===== src/hdl/brl_pkg.sv =====
// Shared constants and types of the block RMS level engine.
package brl_pkg;

   localparam int SAMPLE_W    = 16;
   localparam int MAX_SAMPLES = 1024;
   localparam int COUNT_W     = $clog2(MAX_SAMPLES + 1);
   localparam int COUNT_OUT_W = 11;
   localparam int LEVEL_W     = 15;
   localparam int LEVEL_MAX   = (1 << LEVEL_W) - 1;

   // A square of a full-scale sample is at most 2^30.
   localparam int PROD_W      = 2 * SAMPLE_W - 1;
   localparam int SUM_W       = PROD_W + $clog2(MAX_SAMPLES);
   localparam int ROOT_STEPS  = (PROD_W + 1) / 2;
   localparam int ROOT_W      = ROOT_STEPS;
   localparam int WORK_W      = (SUM_W > 2 * ROOT_STEPS) ? SUM_W : 2 * ROOT_STEPS;
   localparam int SUB_W       = (COUNT_W + 1 > ROOT_W + 3) ? COUNT_W + 1 : ROOT_W + 3;
   localparam int STEP_W      = $clog2(SUM_W);

   typedef struct packed {
      logic [LEVEL_W-1:0]     rms_level;
      logic [COUNT_OUT_W-1:0] sample_count;
      logic                   overflowed;
   } brl_result_type;

   typedef struct packed {
      logic             ge;
      logic [SUB_W-1:0] diff;
   } brl_sub_result_type;

endpackage


===== src/hdl/brl_if.sv =====
// Sample and result channel interfaces of the block RMS level engine.
interface brl_req_if;
   import brl_pkg::*;

   logic                       valid;
   logic                       ready;
   logic signed [SAMPLE_W-1:0] sample;
   logic                       last;

   modport source (output valid, output sample, output last, input ready);
   modport sink (input valid, input sample, input last, output ready);
endinterface

interface brl_rsp_if;
   import brl_pkg::*;

   logic                   valid;
   logic                   ready;
   logic [LEVEL_W-1:0]     rms_level;
   logic [COUNT_OUT_W-1:0] sample_count;
   logic                   overflowed;

   modport source (output valid, output rms_level, output sample_count, output overflowed,
                   input ready);
   modport sink (input valid, input rms_level, input sample_count, input overflowed,
                 output ready);
endinterface


===== src/hdl/block_rms_level_top.sv =====
// Top level of the block RMS level engine with its output register.
//
//   channel   dir   payload                                   transfer
//   req_in    in    sample (s16), last (1)                    valid && ready
//   rsp_out   out   rms_level (15), sample_count (11),        valid && ready
//                   overflowed (1)
//
// Each sample is taken, squared and accumulated in turn; ready is low meanwhile.
// A sample marked last then goes through restoring division (one quotient bit per
// cycle) and square root (one root bit per cycle), both on the one shared
// subtractor, then a deliver step that hands the result to the output register.
// Reset is synchronous: sum, count, overflow flag, sequencer and output valid clear.
// A stalled result holds in the output register; samples are still taken while it
// waits, and the sequencer holds the next result until the register frees up.
module block_rms_level_top (
   input logic        clock,
   input logic        reset,
   brl_req_if.sink    req_in,
   brl_rsp_if.source  rsp_out
);
   import brl_pkg::*;

   logic           slot_free;
   logic           result_valid;
   brl_result_type result;

   logic           rsp_valid_ff, rsp_valid_in;
   brl_result_type rsp_data_ff, rsp_data_in;

   // The slot frees when it is empty or its result transfers this cycle.
   assign slot_free = !rsp_valid_ff || rsp_out.ready;

   brl_engine u_engine (
      .clock        (clock),
      .reset        (reset),
      .req_valid    (req_in.valid),
      .req_ready    (req_in.ready),
      .req_sample   (req_in.sample),
      .req_last     (req_in.last),
      .slot_free    (slot_free),
      .result_valid (result_valid),
      .result       (result)
   );

   always_comb begin
      rsp_valid_in = rsp_valid_ff;
      rsp_data_in  = rsp_data_ff;
      if (result_valid && slot_free) begin
         // Load the new result, possibly in the same cycle the old one leaves.
         rsp_valid_in = 1'b1;
         rsp_data_in  = result;
      end else if (rsp_out.ready) begin
         rsp_valid_in = 1'b0;
      end
   end

   always_ff @(posedge clock) begin
      if (reset) begin
         rsp_valid_ff <= 1'b0;
      end else begin
         rsp_valid_ff <= rsp_valid_in;
      end
      rsp_data_ff <= rsp_data_in;
   end

   assign rsp_out.valid        = rsp_valid_ff;
   assign rsp_out.rms_level    = rsp_data_ff.rms_level;
   assign rsp_out.sample_count = rsp_data_ff.sample_count;
   assign rsp_out.overflowed   = rsp_data_ff.overflowed;

endmodule


===== src/hdl/brl_subtract.sv =====
// Shared trial subtractor: difference and no-borrow flag.
module brl_subtract (
   input  logic [brl_pkg::SUB_W-1:0]  minuend,
   input  logic [brl_pkg::SUB_W-1:0]  subtrahend,
   output brl_pkg::brl_sub_result_type result
);
   import brl_pkg::*;

   logic [SUB_W:0] wide_diff;

   assign wide_diff   = {1'b0, minuend} - {1'b0, subtrahend};
   assign result.diff = wide_diff[SUB_W-1:0];
   assign result.ge   = !wide_diff[SUB_W];
endmodule


===== src/hdl/brl_engine.sv =====
// Sequencer: square and accumulate, then divide and root on the shared subtractor.
module brl_engine (
   input  logic                               clock,
   input  logic                               reset,
   input  logic                               req_valid,
   output logic                               req_ready,
   input  logic signed [brl_pkg::SAMPLE_W-1:0] req_sample,
   input  logic                               req_last,
   input  logic                               slot_free,
   output logic                               result_valid,
   output brl_pkg::brl_result_type            result
);
   import brl_pkg::*;

   typedef enum logic [5:0] {
      ST_IDLE    = 6'b000001,
      ST_SQUARE  = 6'b000010,
      ST_ACCUM   = 6'b000100,
      ST_DIVIDE  = 6'b001000,
      ST_ROOT    = 6'b010000,
      ST_DELIVER = 6'b100000
   } brl_state_type;

   brl_state_type              state_ff, state_in;
   logic signed [SAMPLE_W-1:0] sample_ff, sample_in;
   logic                       last_ff, last_in;
   logic [PROD_W-1:0]          product_ff, product_in;
   logic [SUM_W-1:0]           sum_ff, sum_in;
   logic [COUNT_W-1:0]         count_ff, count_in;
   logic                       excess_ff, excess_in;
   logic [WORK_W-1:0]          work_ff, work_in;
   logic [SUB_W-1:0]           rem_ff, rem_in;
   logic [ROOT_W-1:0]          root_ff, root_in;
   logic [STEP_W-1:0]          step_ff, step_in;

   logic signed [2*SAMPLE_W-1:0] square_full;
   logic                         block_full;
   logic [SUM_W-1:0]             sum_next;
   logic [SUB_W-1:0]             div_minuend;
   logic [SUB_W-1:0]             root_minuend;
   logic [SUB_W-1:0]             root_trial;
   logic [SUB_W-1:0]             sub_a;
   logic [SUB_W-1:0]             sub_b;
   brl_sub_result_type           sub_res;

   assign square_full = sample_ff * sample_ff;
   assign block_full  = (count_ff >= COUNT_W'(MAX_SAMPLES));
   assign sum_next    = block_full ? sum_ff : sum_ff + SUM_W'(product_ff);

   // Divide: shift in the next dividend bit; root: shift in the next pair of bits.
   assign div_minuend  = {rem_ff[SUB_W-2:0], work_ff[WORK_W-1]};
   assign root_minuend = {rem_ff[SUB_W-3:0], work_ff[2*ROOT_STEPS-1 -: 2]};
   assign root_trial   = SUB_W'({root_ff, 2'b01});

   assign sub_a = (state_ff == ST_DIVIDE) ? div_minuend : root_minuend;
   assign sub_b = (state_ff == ST_DIVIDE) ? SUB_W'(count_ff) : root_trial;

   brl_subtract u_subtract (
      .minuend    (sub_a),
      .subtrahend (sub_b),
      .result     (sub_res)
   );

   always_comb begin
      state_in   = state_ff;
      sample_in  = sample_ff;
      last_in    = last_ff;
      product_in = product_ff;
      sum_in     = sum_ff;
      count_in   = count_ff;
      excess_in  = excess_ff;
      work_in    = work_ff;
      rem_in     = rem_ff;
      root_in    = root_ff;
      step_in    = step_ff;
      unique case (state_ff)
         ST_IDLE: begin
            if (req_valid) begin
               sample_in = req_sample;
               last_in   = req_last;
               state_in  = ST_SQUARE;
            end
         end
         ST_SQUARE: begin
            product_in = square_full[PROD_W-1:0];
            state_in   = ST_ACCUM;
         end
         ST_ACCUM: begin
            sum_in = sum_next;
            if (block_full) begin
               excess_in = 1'b1;
            end else begin
               count_in = count_ff + COUNT_W'(1);
            end
            if (last_ff) begin
               work_in  = WORK_W'(sum_next);
               rem_in   = '0;
               step_in  = STEP_W'(SUM_W - 1);
               state_in = ST_DIVIDE;
            end else begin
               state_in = ST_IDLE;
            end
         end
         ST_DIVIDE: begin
            // Quotient bits shift in at the low end as dividend bits leave the top.
            work_in = {work_ff[WORK_W-2:0], sub_res.ge};
            rem_in  = sub_res.ge ? sub_res.diff : div_minuend;
            if (step_ff == '0) begin
               rem_in   = '0;
               root_in  = '0;
               step_in  = STEP_W'(ROOT_STEPS - 1);
               state_in = ST_ROOT;
            end else begin
               step_in = step_ff - STEP_W'(1);
            end
         end
         ST_ROOT: begin
            work_in = {work_ff[WORK_W-3:0], 2'b00};
            rem_in  = sub_res.ge ? sub_res.diff : root_minuend;
            root_in = {root_ff[ROOT_W-2:0], sub_res.ge};
            if (step_ff == '0) begin
               state_in = ST_DELIVER;
            end else begin
               step_in = step_ff - STEP_W'(1);
            end
         end
         ST_DELIVER: begin
            if (slot_free) begin
               sum_in    = '0;
               count_in  = '0;
               excess_in = 1'b0;
               state_in  = ST_IDLE;
            end
         end
         default: begin
            state_in = ST_IDLE;
         end
      endcase
   end

   always_ff @(posedge clock) begin
      if (reset) begin
         state_ff  <= ST_IDLE;
         sum_ff    <= '0;
         count_ff  <= '0;
         excess_ff <= 1'b0;
      end else begin
         state_ff  <= state_in;
         sum_ff    <= sum_in;
         count_ff  <= count_in;
         excess_ff <= excess_in;
      end
      sample_ff  <= sample_in;
      last_ff    <= last_in;
      product_ff <= product_in;
      work_ff    <= work_in;
      rem_ff     <= rem_in;
      root_ff    <= root_in;
      step_ff    <= step_in;
   end

   assign req_ready    = (state_ff == ST_IDLE);
   assign result_valid = (state_ff == ST_DELIVER);

   assign result.rms_level    = (root_ff > ROOT_W'(LEVEL_MAX)) ? LEVEL_W'(LEVEL_MAX)
                                                               : root_ff[LEVEL_W-1:0];
   assign result.sample_count = COUNT_OUT_W'(count_ff);
   assign result.overflowed   = excess_ff;

   a_count_bound: assert property (@(posedge clock) disable iff (reset)
      count_ff <= COUNT_W'(MAX_SAMPLES))
      else $error("sample count beyond block size");

   a_excess_full: assert property (@(posedge clock) disable iff (reset)
      excess_ff |-> (count_ff == COUNT_W'(MAX_SAMPLES)))
      else $error("excess flag set before block full");

   a_divide_to_root: assert property (@(posedge clock) disable iff (reset)
      (state_ff == ST_DIVIDE && step_ff == '0) |=> (state_ff == ST_ROOT))
      else $error("divide did not hand over to root");

   a_deliver_count: assert property (@(posedge clock) disable iff (reset)
      (state_ff == ST_DELIVER) |-> (count_ff != '0))
      else $error("result with empty block");

   a_deliver_hold: assert property (@(posedge clock) disable iff (reset)
      (state_ff == ST_DELIVER && !slot_free) |=> (state_ff == ST_DELIVER && $stable(root_ff)))
      else $error("result lost while output slot full");

endmodule


===== src/flat_wrapper.sv =====
// flat-port wrapper written by rule: the top's interface ports become plain ports
module block_rms_level_top_flat import brl_pkg::*;
  (clock, reset, req_in_valid, req_in_sample, req_in_last, req_in_ready, rsp_out_valid, rsp_out_rms_level, rsp_out_sample_count, rsp_out_overflowed, rsp_out_ready);
  brl_req_if req_in_i ();
  brl_rsp_if rsp_out_i ();
  input logic clock;
  input logic reset;
  input wire logic [$bits(req_in_i.valid)-1:0] req_in_valid;
  input wire logic [$bits(req_in_i.sample)-1:0] req_in_sample;
  input wire logic [$bits(req_in_i.last)-1:0] req_in_last;
  output wire logic [$bits(req_in_i.ready)-1:0] req_in_ready;
  output wire logic [$bits(rsp_out_i.valid)-1:0] rsp_out_valid;
  output wire logic [$bits(rsp_out_i.rms_level)-1:0] rsp_out_rms_level;
  output wire logic [$bits(rsp_out_i.sample_count)-1:0] rsp_out_sample_count;
  output wire logic [$bits(rsp_out_i.overflowed)-1:0] rsp_out_overflowed;
  input wire logic [$bits(rsp_out_i.ready)-1:0] rsp_out_ready;
  assign req_in_i.valid = req_in_valid;
  assign req_in_i.sample = req_in_sample;
  assign req_in_i.last = req_in_last;
  assign req_in_ready = req_in_i.ready;
  assign rsp_out_valid = rsp_out_i.valid;
  assign rsp_out_rms_level = rsp_out_i.rms_level;
  assign rsp_out_sample_count = rsp_out_i.sample_count;
  assign rsp_out_overflowed = rsp_out_i.overflowed;
  assign rsp_out_i.ready = rsp_out_ready;
  block_rms_level_top u_core (.clock(clock), .reset(reset), .req_in(req_in_i), .rsp_out(rsp_out_i));
endmodule

===== config.mk =====
export PLATFORM = sky130hd
export DESIGN_NAME = block_rms_level_top_flat
export DESIGN_NICKNAME = d
export VERILOG_FILES = /design/src/hdl/brl_pkg.sv /design/src/hdl/brl_if.sv /design/src/hdl/block_rms_level_top.sv /design/src/hdl/brl_subtract.sv /design/src/hdl/brl_engine.sv /design/src/flat_wrapper.sv
export SDC_FILE = /design/constraint.sdc
export NUM_CORES = 1
export LEC_CHECK = 0
export BUFFER_PORTS_ARGS = -buffer_cell sky130_fd_sc_hd__buf_4
export CAP_MARGIN = 10
export CORE_ASPECT_RATIO = 2
export CORE_MARGIN = 2
export CORE_UTILIZATION = 50
export CTS_BUF_LIST = sky130_fd_sc_hd__clkbuf_16
export DETAILED_ROUTE_END_ITERATION = 10
export PLACE_DENSITY = 0.76
export SYNTH_ARGS = -nofsm -noshare
export SYNTH_HDL_FRONTEND = slang
export SYNTH_SLANG_ARGS = --single-unit

===== constraint.sdc =====
create_clock -name clock -period 11.85 [get_ports clock]
set_clock_uncertainty 0.2 [all_clocks]
set_input_delay 0.5925 -clock clock [delete_from_list [all_inputs] [get_ports clock]]
set_output_delay 0.5925 -clock clock [all_outputs]
set_load 0.05 [all_outputs]

==> run_results.csv <==
group,metric,value,unit
clocking,cts_buffer_depth,3,
synthesis,synth.net_count,2510,
synthesis,synth_edf_count,155,
drt,ant_nets,0,
worst_setup_path,reg2reg_slack,4.07,ns
timing,period_share,65.62,%
worst_setup_path,slowest_stage,"fa_1",
global_routing,antenna_found_initial,0,
cells_and_area,design_area,21850,sq um
timing,finalSetupTns,0,ns
floorplan,die_w,146.5,um
placement,place_congestion,0.9743,
worst_setup_path,r2r-end,"u_core.u_engine.product_ff[30]",
worst_setup_path,cpPeakStageDelay,0.67,ns
clocking,insertion_delay,0.53,ns
worst_hold_path,min_path_cells,1,
worst_setup_path,crit_path_start_kind,"flip-flop",
cells_and_area,antenna_cells,0,
floorplan,pin_count,50,
timing,hold_violations,0,
drt,drc,0,
worst_hold_path,hold_start,"req_in_sample[11]",
global_routing,grt_overflow_total,0,
drt,drt_pass1_iterations,5,
clocking,cts_resized,0,
synthesis,yosys_warnings,0,
clocking,cts.sinks,215,
worst_setup_path,cp_data_required_time,11.92,ns
synthesis,ys_seq_elements,215,
worst_setup_path,crit_fanout,16,
clocking,clkTransAtPathRegs,0.07,ns
synthesis,synth-seq-area-share,28.82,%
worst_setup_path,crit_top_cell,"fa_1",
global_routing,grt_max_degree,72,
drt,wire_per_inst,17.95,um
clocking,postCtsSetupRepairBufs,0,
floorplan,dieHeight,289.1,um
clocking,cts_hold_buf,0,
timing,setup_viol,0,
placement,numPortBuffers,49,
placement,dpl_cell_area,21180,sq um
drt,vias_per_cell,5.579,
drt,first_iter_violations,603,
clocking,clock-root-buffer,"clkbuf_16",
global_routing,grtUsageTotal,23.27,%
floorplan,start_util,50.53,%
global_routing,grt_pass1_wl,79.23,mm
worst_setup_path,cp_num_buf_inv,5,
clocking,htreeDepth,1,
run,maxCapViolations,0,
timing,period_minus_slack,7.776,ns
drt,totalWireLength,47.95,mm
worst_setup_path,crit_arrival,7.85,ns
synthesis,netlist_area,20320,sq um
cells_and_area,drive_gt1_share,6.632,%
timing,maxSlewHeadroom,22.48,%
clocking,cts_tree,"done",
worst_setup_path,cp_top_family,"adder cells",
worst_setup_path,path_class,"flip-flop to flip-flop",
cells_and_area,syn2layout_area_growth,7.545,%
drt,route.vias.total,14901,
synthesis,yosys_most_used_dff,"edfxtp_1",
synthesis,synthCells,2116,
worst_hold_path,hold_class,"input port to flip-flop",
synthesis,synth_area_per_cell,9.601,sq um
worst_setup_path,path_cells,"inv_1 -> nor2_1 -> fa_1 -> inv_1 -> fa_1 -> inv_1 -> fa_1 -> fa_1 -> fa_1 -> inv_1 -> fa_1 -> inv_1 -> ha_1 -> and4_1 -> nand2_1 -> o32ai_1 -> nor2_2 -> a2111oi_4 -> nand3_2 -> a21oi_2 -> o21a_1 -> nor2_1 -> xnor2_1",
placement,dp_hpwl,38.75,mm
worst_setup_path,rr_startpoint,"u_core.u_engine.sample_ff[15]",
worst_setup_path,cp-startpoint,"u_core.u_engine.sample_ff[15]",
outcome,status,"finished, final reports clean",
clocking,numCtsBuffers,21,
synthesis,synthArstFlopShare,0,%
floorplan,dieArea,42360,sq um
synthesis,synthDistinctLibCells,84,
worst_hold_path,hold_end,"u_core.u_engine.sample_ff[11]",
cells_and_area,nNetsFinal,2520,
timing,worstMarginPinSlew,1.162,ns
worst_setup_path,rr_worst_depth,23,
timing,drv_slew,0,
worst_setup_path,endpoint_kind,"flip-flop",
floorplan,row_count,104,
timing,rsz0062_at_grt,"false",
timing,fmax,0.1286,GHz
global_routing,grt_pass1_vias,16284,
floorplan,coreArea,40210,sq um
==> cell type report <==
| type | instances | area (sq um) |
|---|---|---|
| Multi-Input combinational cell | 1460 | 12820 |
| Clock buffer | 21 | 525.5 |
| Sequential cell | 215 | 5857 |
| Tap cell | 530 | 663.1 |
| Inverter | 366 | 1374 |
| Fill cell | 3539 | 18360 |
| Timing Repair Buffer | 62 | 465.4 |
| Clock inverter | 17 | 140.1 |
==> placed cells by master (no fill, tap or decap), types with 6 or more instances in the layout <==
master	instances
a211oi_1	11
and3_1	11
nand2b_1	14
mux2i_1	26
ha_1	142
o21ai_0	114
a21o_1	34
o21a_1	15
nand3_1	29
o21bai_1	6
nor2b_1	9
nor3_1	17
or3_1	6
o31ai_1	6
clkbuf_16	21
dfxtp_1	59
nand2_1	198
buf_4	62
a21oi_1	81
inv_1	367
or2_2	21
a22oi_1	53
and2_1	48
xor2_1	35
nor2_1	157
xnor2_1	66
a221oi_1	10
clkinv_1	6
fa_1	231
edfxtp_1	155
nand4_1	10
a31oi_1	16
==> cell usage after synthesis (5+ instances only) <==
master / instances / share of area, %
a21o_1: 34 / 1.3
xor2_1: 35 / 1.5
nand2b_1: 14 / 0.43
and2_1: 48 / 1.5
a31o_2: 5 / 0.22
nand4_1: 10 / 0.31
xnor2_1: 66 / 2.8
nor2b_1: 9 / 0.28
mux2i_1: 26 / 1.3
or2_2: 21 / 0.65
or3_1: 6 / 0.18
clkbuf_1: 67 / 1.2
o21ai_0: 114 / 2.8
dfxtp_1: 60 / 5.9
a31oi_1: 16 / 0.49
ha_1: 142 / 8.7
inv_1: 363 / 6.7
o21bai_1: 6 / 0.22
nand3_1: 29 / 0.71
o22ai_1: 5 / 0.15
nor3_1: 17 / 0.42
nor2_1: 157 / 2.9
fa_1: 231 / 23
a21oi_1: 82 / 2.0
buf_1: 5 / 0.092
a211oi_1: 11 / 0.41
a22oi_1: 53 / 2.0
a221oi_1: 10 / 0.43
and3_1: 12 / 0.37
nand2_1: 198 / 3.7
o21a_1: 15 / 0.55
o31ai_1: 6 / 0.22
edfxtp_1: 155 / 23
nand3b_1: 5 / 0.18
==> metrics by stage <==
stage	setup WS (ns)	util, %	std cells	hold WS (ns)
after detailed placement	4.141	52.68	2633	0.2401
after global routing	3.743	54.34	2671	0.02375
final	4.074	54.34	2671	0.03758
after CTS	4.129	54.34	2671	0.02007
after global placement	4.271	52.68	2633	0.2405
after floorplan	5.038	-	2116	0.2064
==> metal layers <==
metal | global-route usage (%) | part of all wire [%] | vias up
li1 | - | - | 7020
met4 | 14.64 | 7.0 | 0
met5 | 0 | 0 | -
met1 | 22.35 | 33 | 7330
met2 | 46.73 | 56 | 382
met3 | 2.189 | 3.1 | 169
==> cell families after synthesis <==
group,share of synthesized area (%)
AO/OA/AOI/OAI,13.30
multiplexers,1.336
buffers and inverters,8.167
adder cells (fa/ha/maj),31.51
XOR/XNOR,4.354
flip-flops,28.82
AND/OR/NAND/NOR,12.51
==> how the worst max path moves through the flow <==
stage	end	slack (ns)	cells past startpoint
after floorplan	u_core.u_engine.product_ff[28]	5.04	22
after global placement	u_core.u_engine.product_ff[28]	4.27	23
after detailed placement	u_core.u_engine.product_ff[30]	4.14	23
after global routing	u_core.u_engine.product_ff[30]	3.74	23
final	u_core.u_engine.product_ff[30]	4.07	23
after CTS	u_core.u_engine.product_ff[30]	4.13	23
==> sequential cells by signal (all words and copies together) (netlist names) <==
register,flops
u_core.u_engine.sum_ff,41
u_core.u_engine.work_ff,41
u_core.u_engine.product_ff,30
u_core.u_engine.rem_ff,18
u_core.u_engine.root_ff,16
u_core.u_engine.sample_ff,16
u_core.rsp_out.rms_level,15
u_core.rsp_out.sample_count,11
u_core.u_engine.count_ff,11
u_core.u_engine.state_ff,6
u_core.u_engine.step_ff,6
u_core.rsp_out.overflowed,1
u_core.rsp_out.valid,1
u_core.u_engine.excess_ff,1
u_core.u_engine.last_ff,1
Power is left out: the tool's default activity adds up to more than one toggle a clock period on the data nets, which glitch-free logic cannot reach.
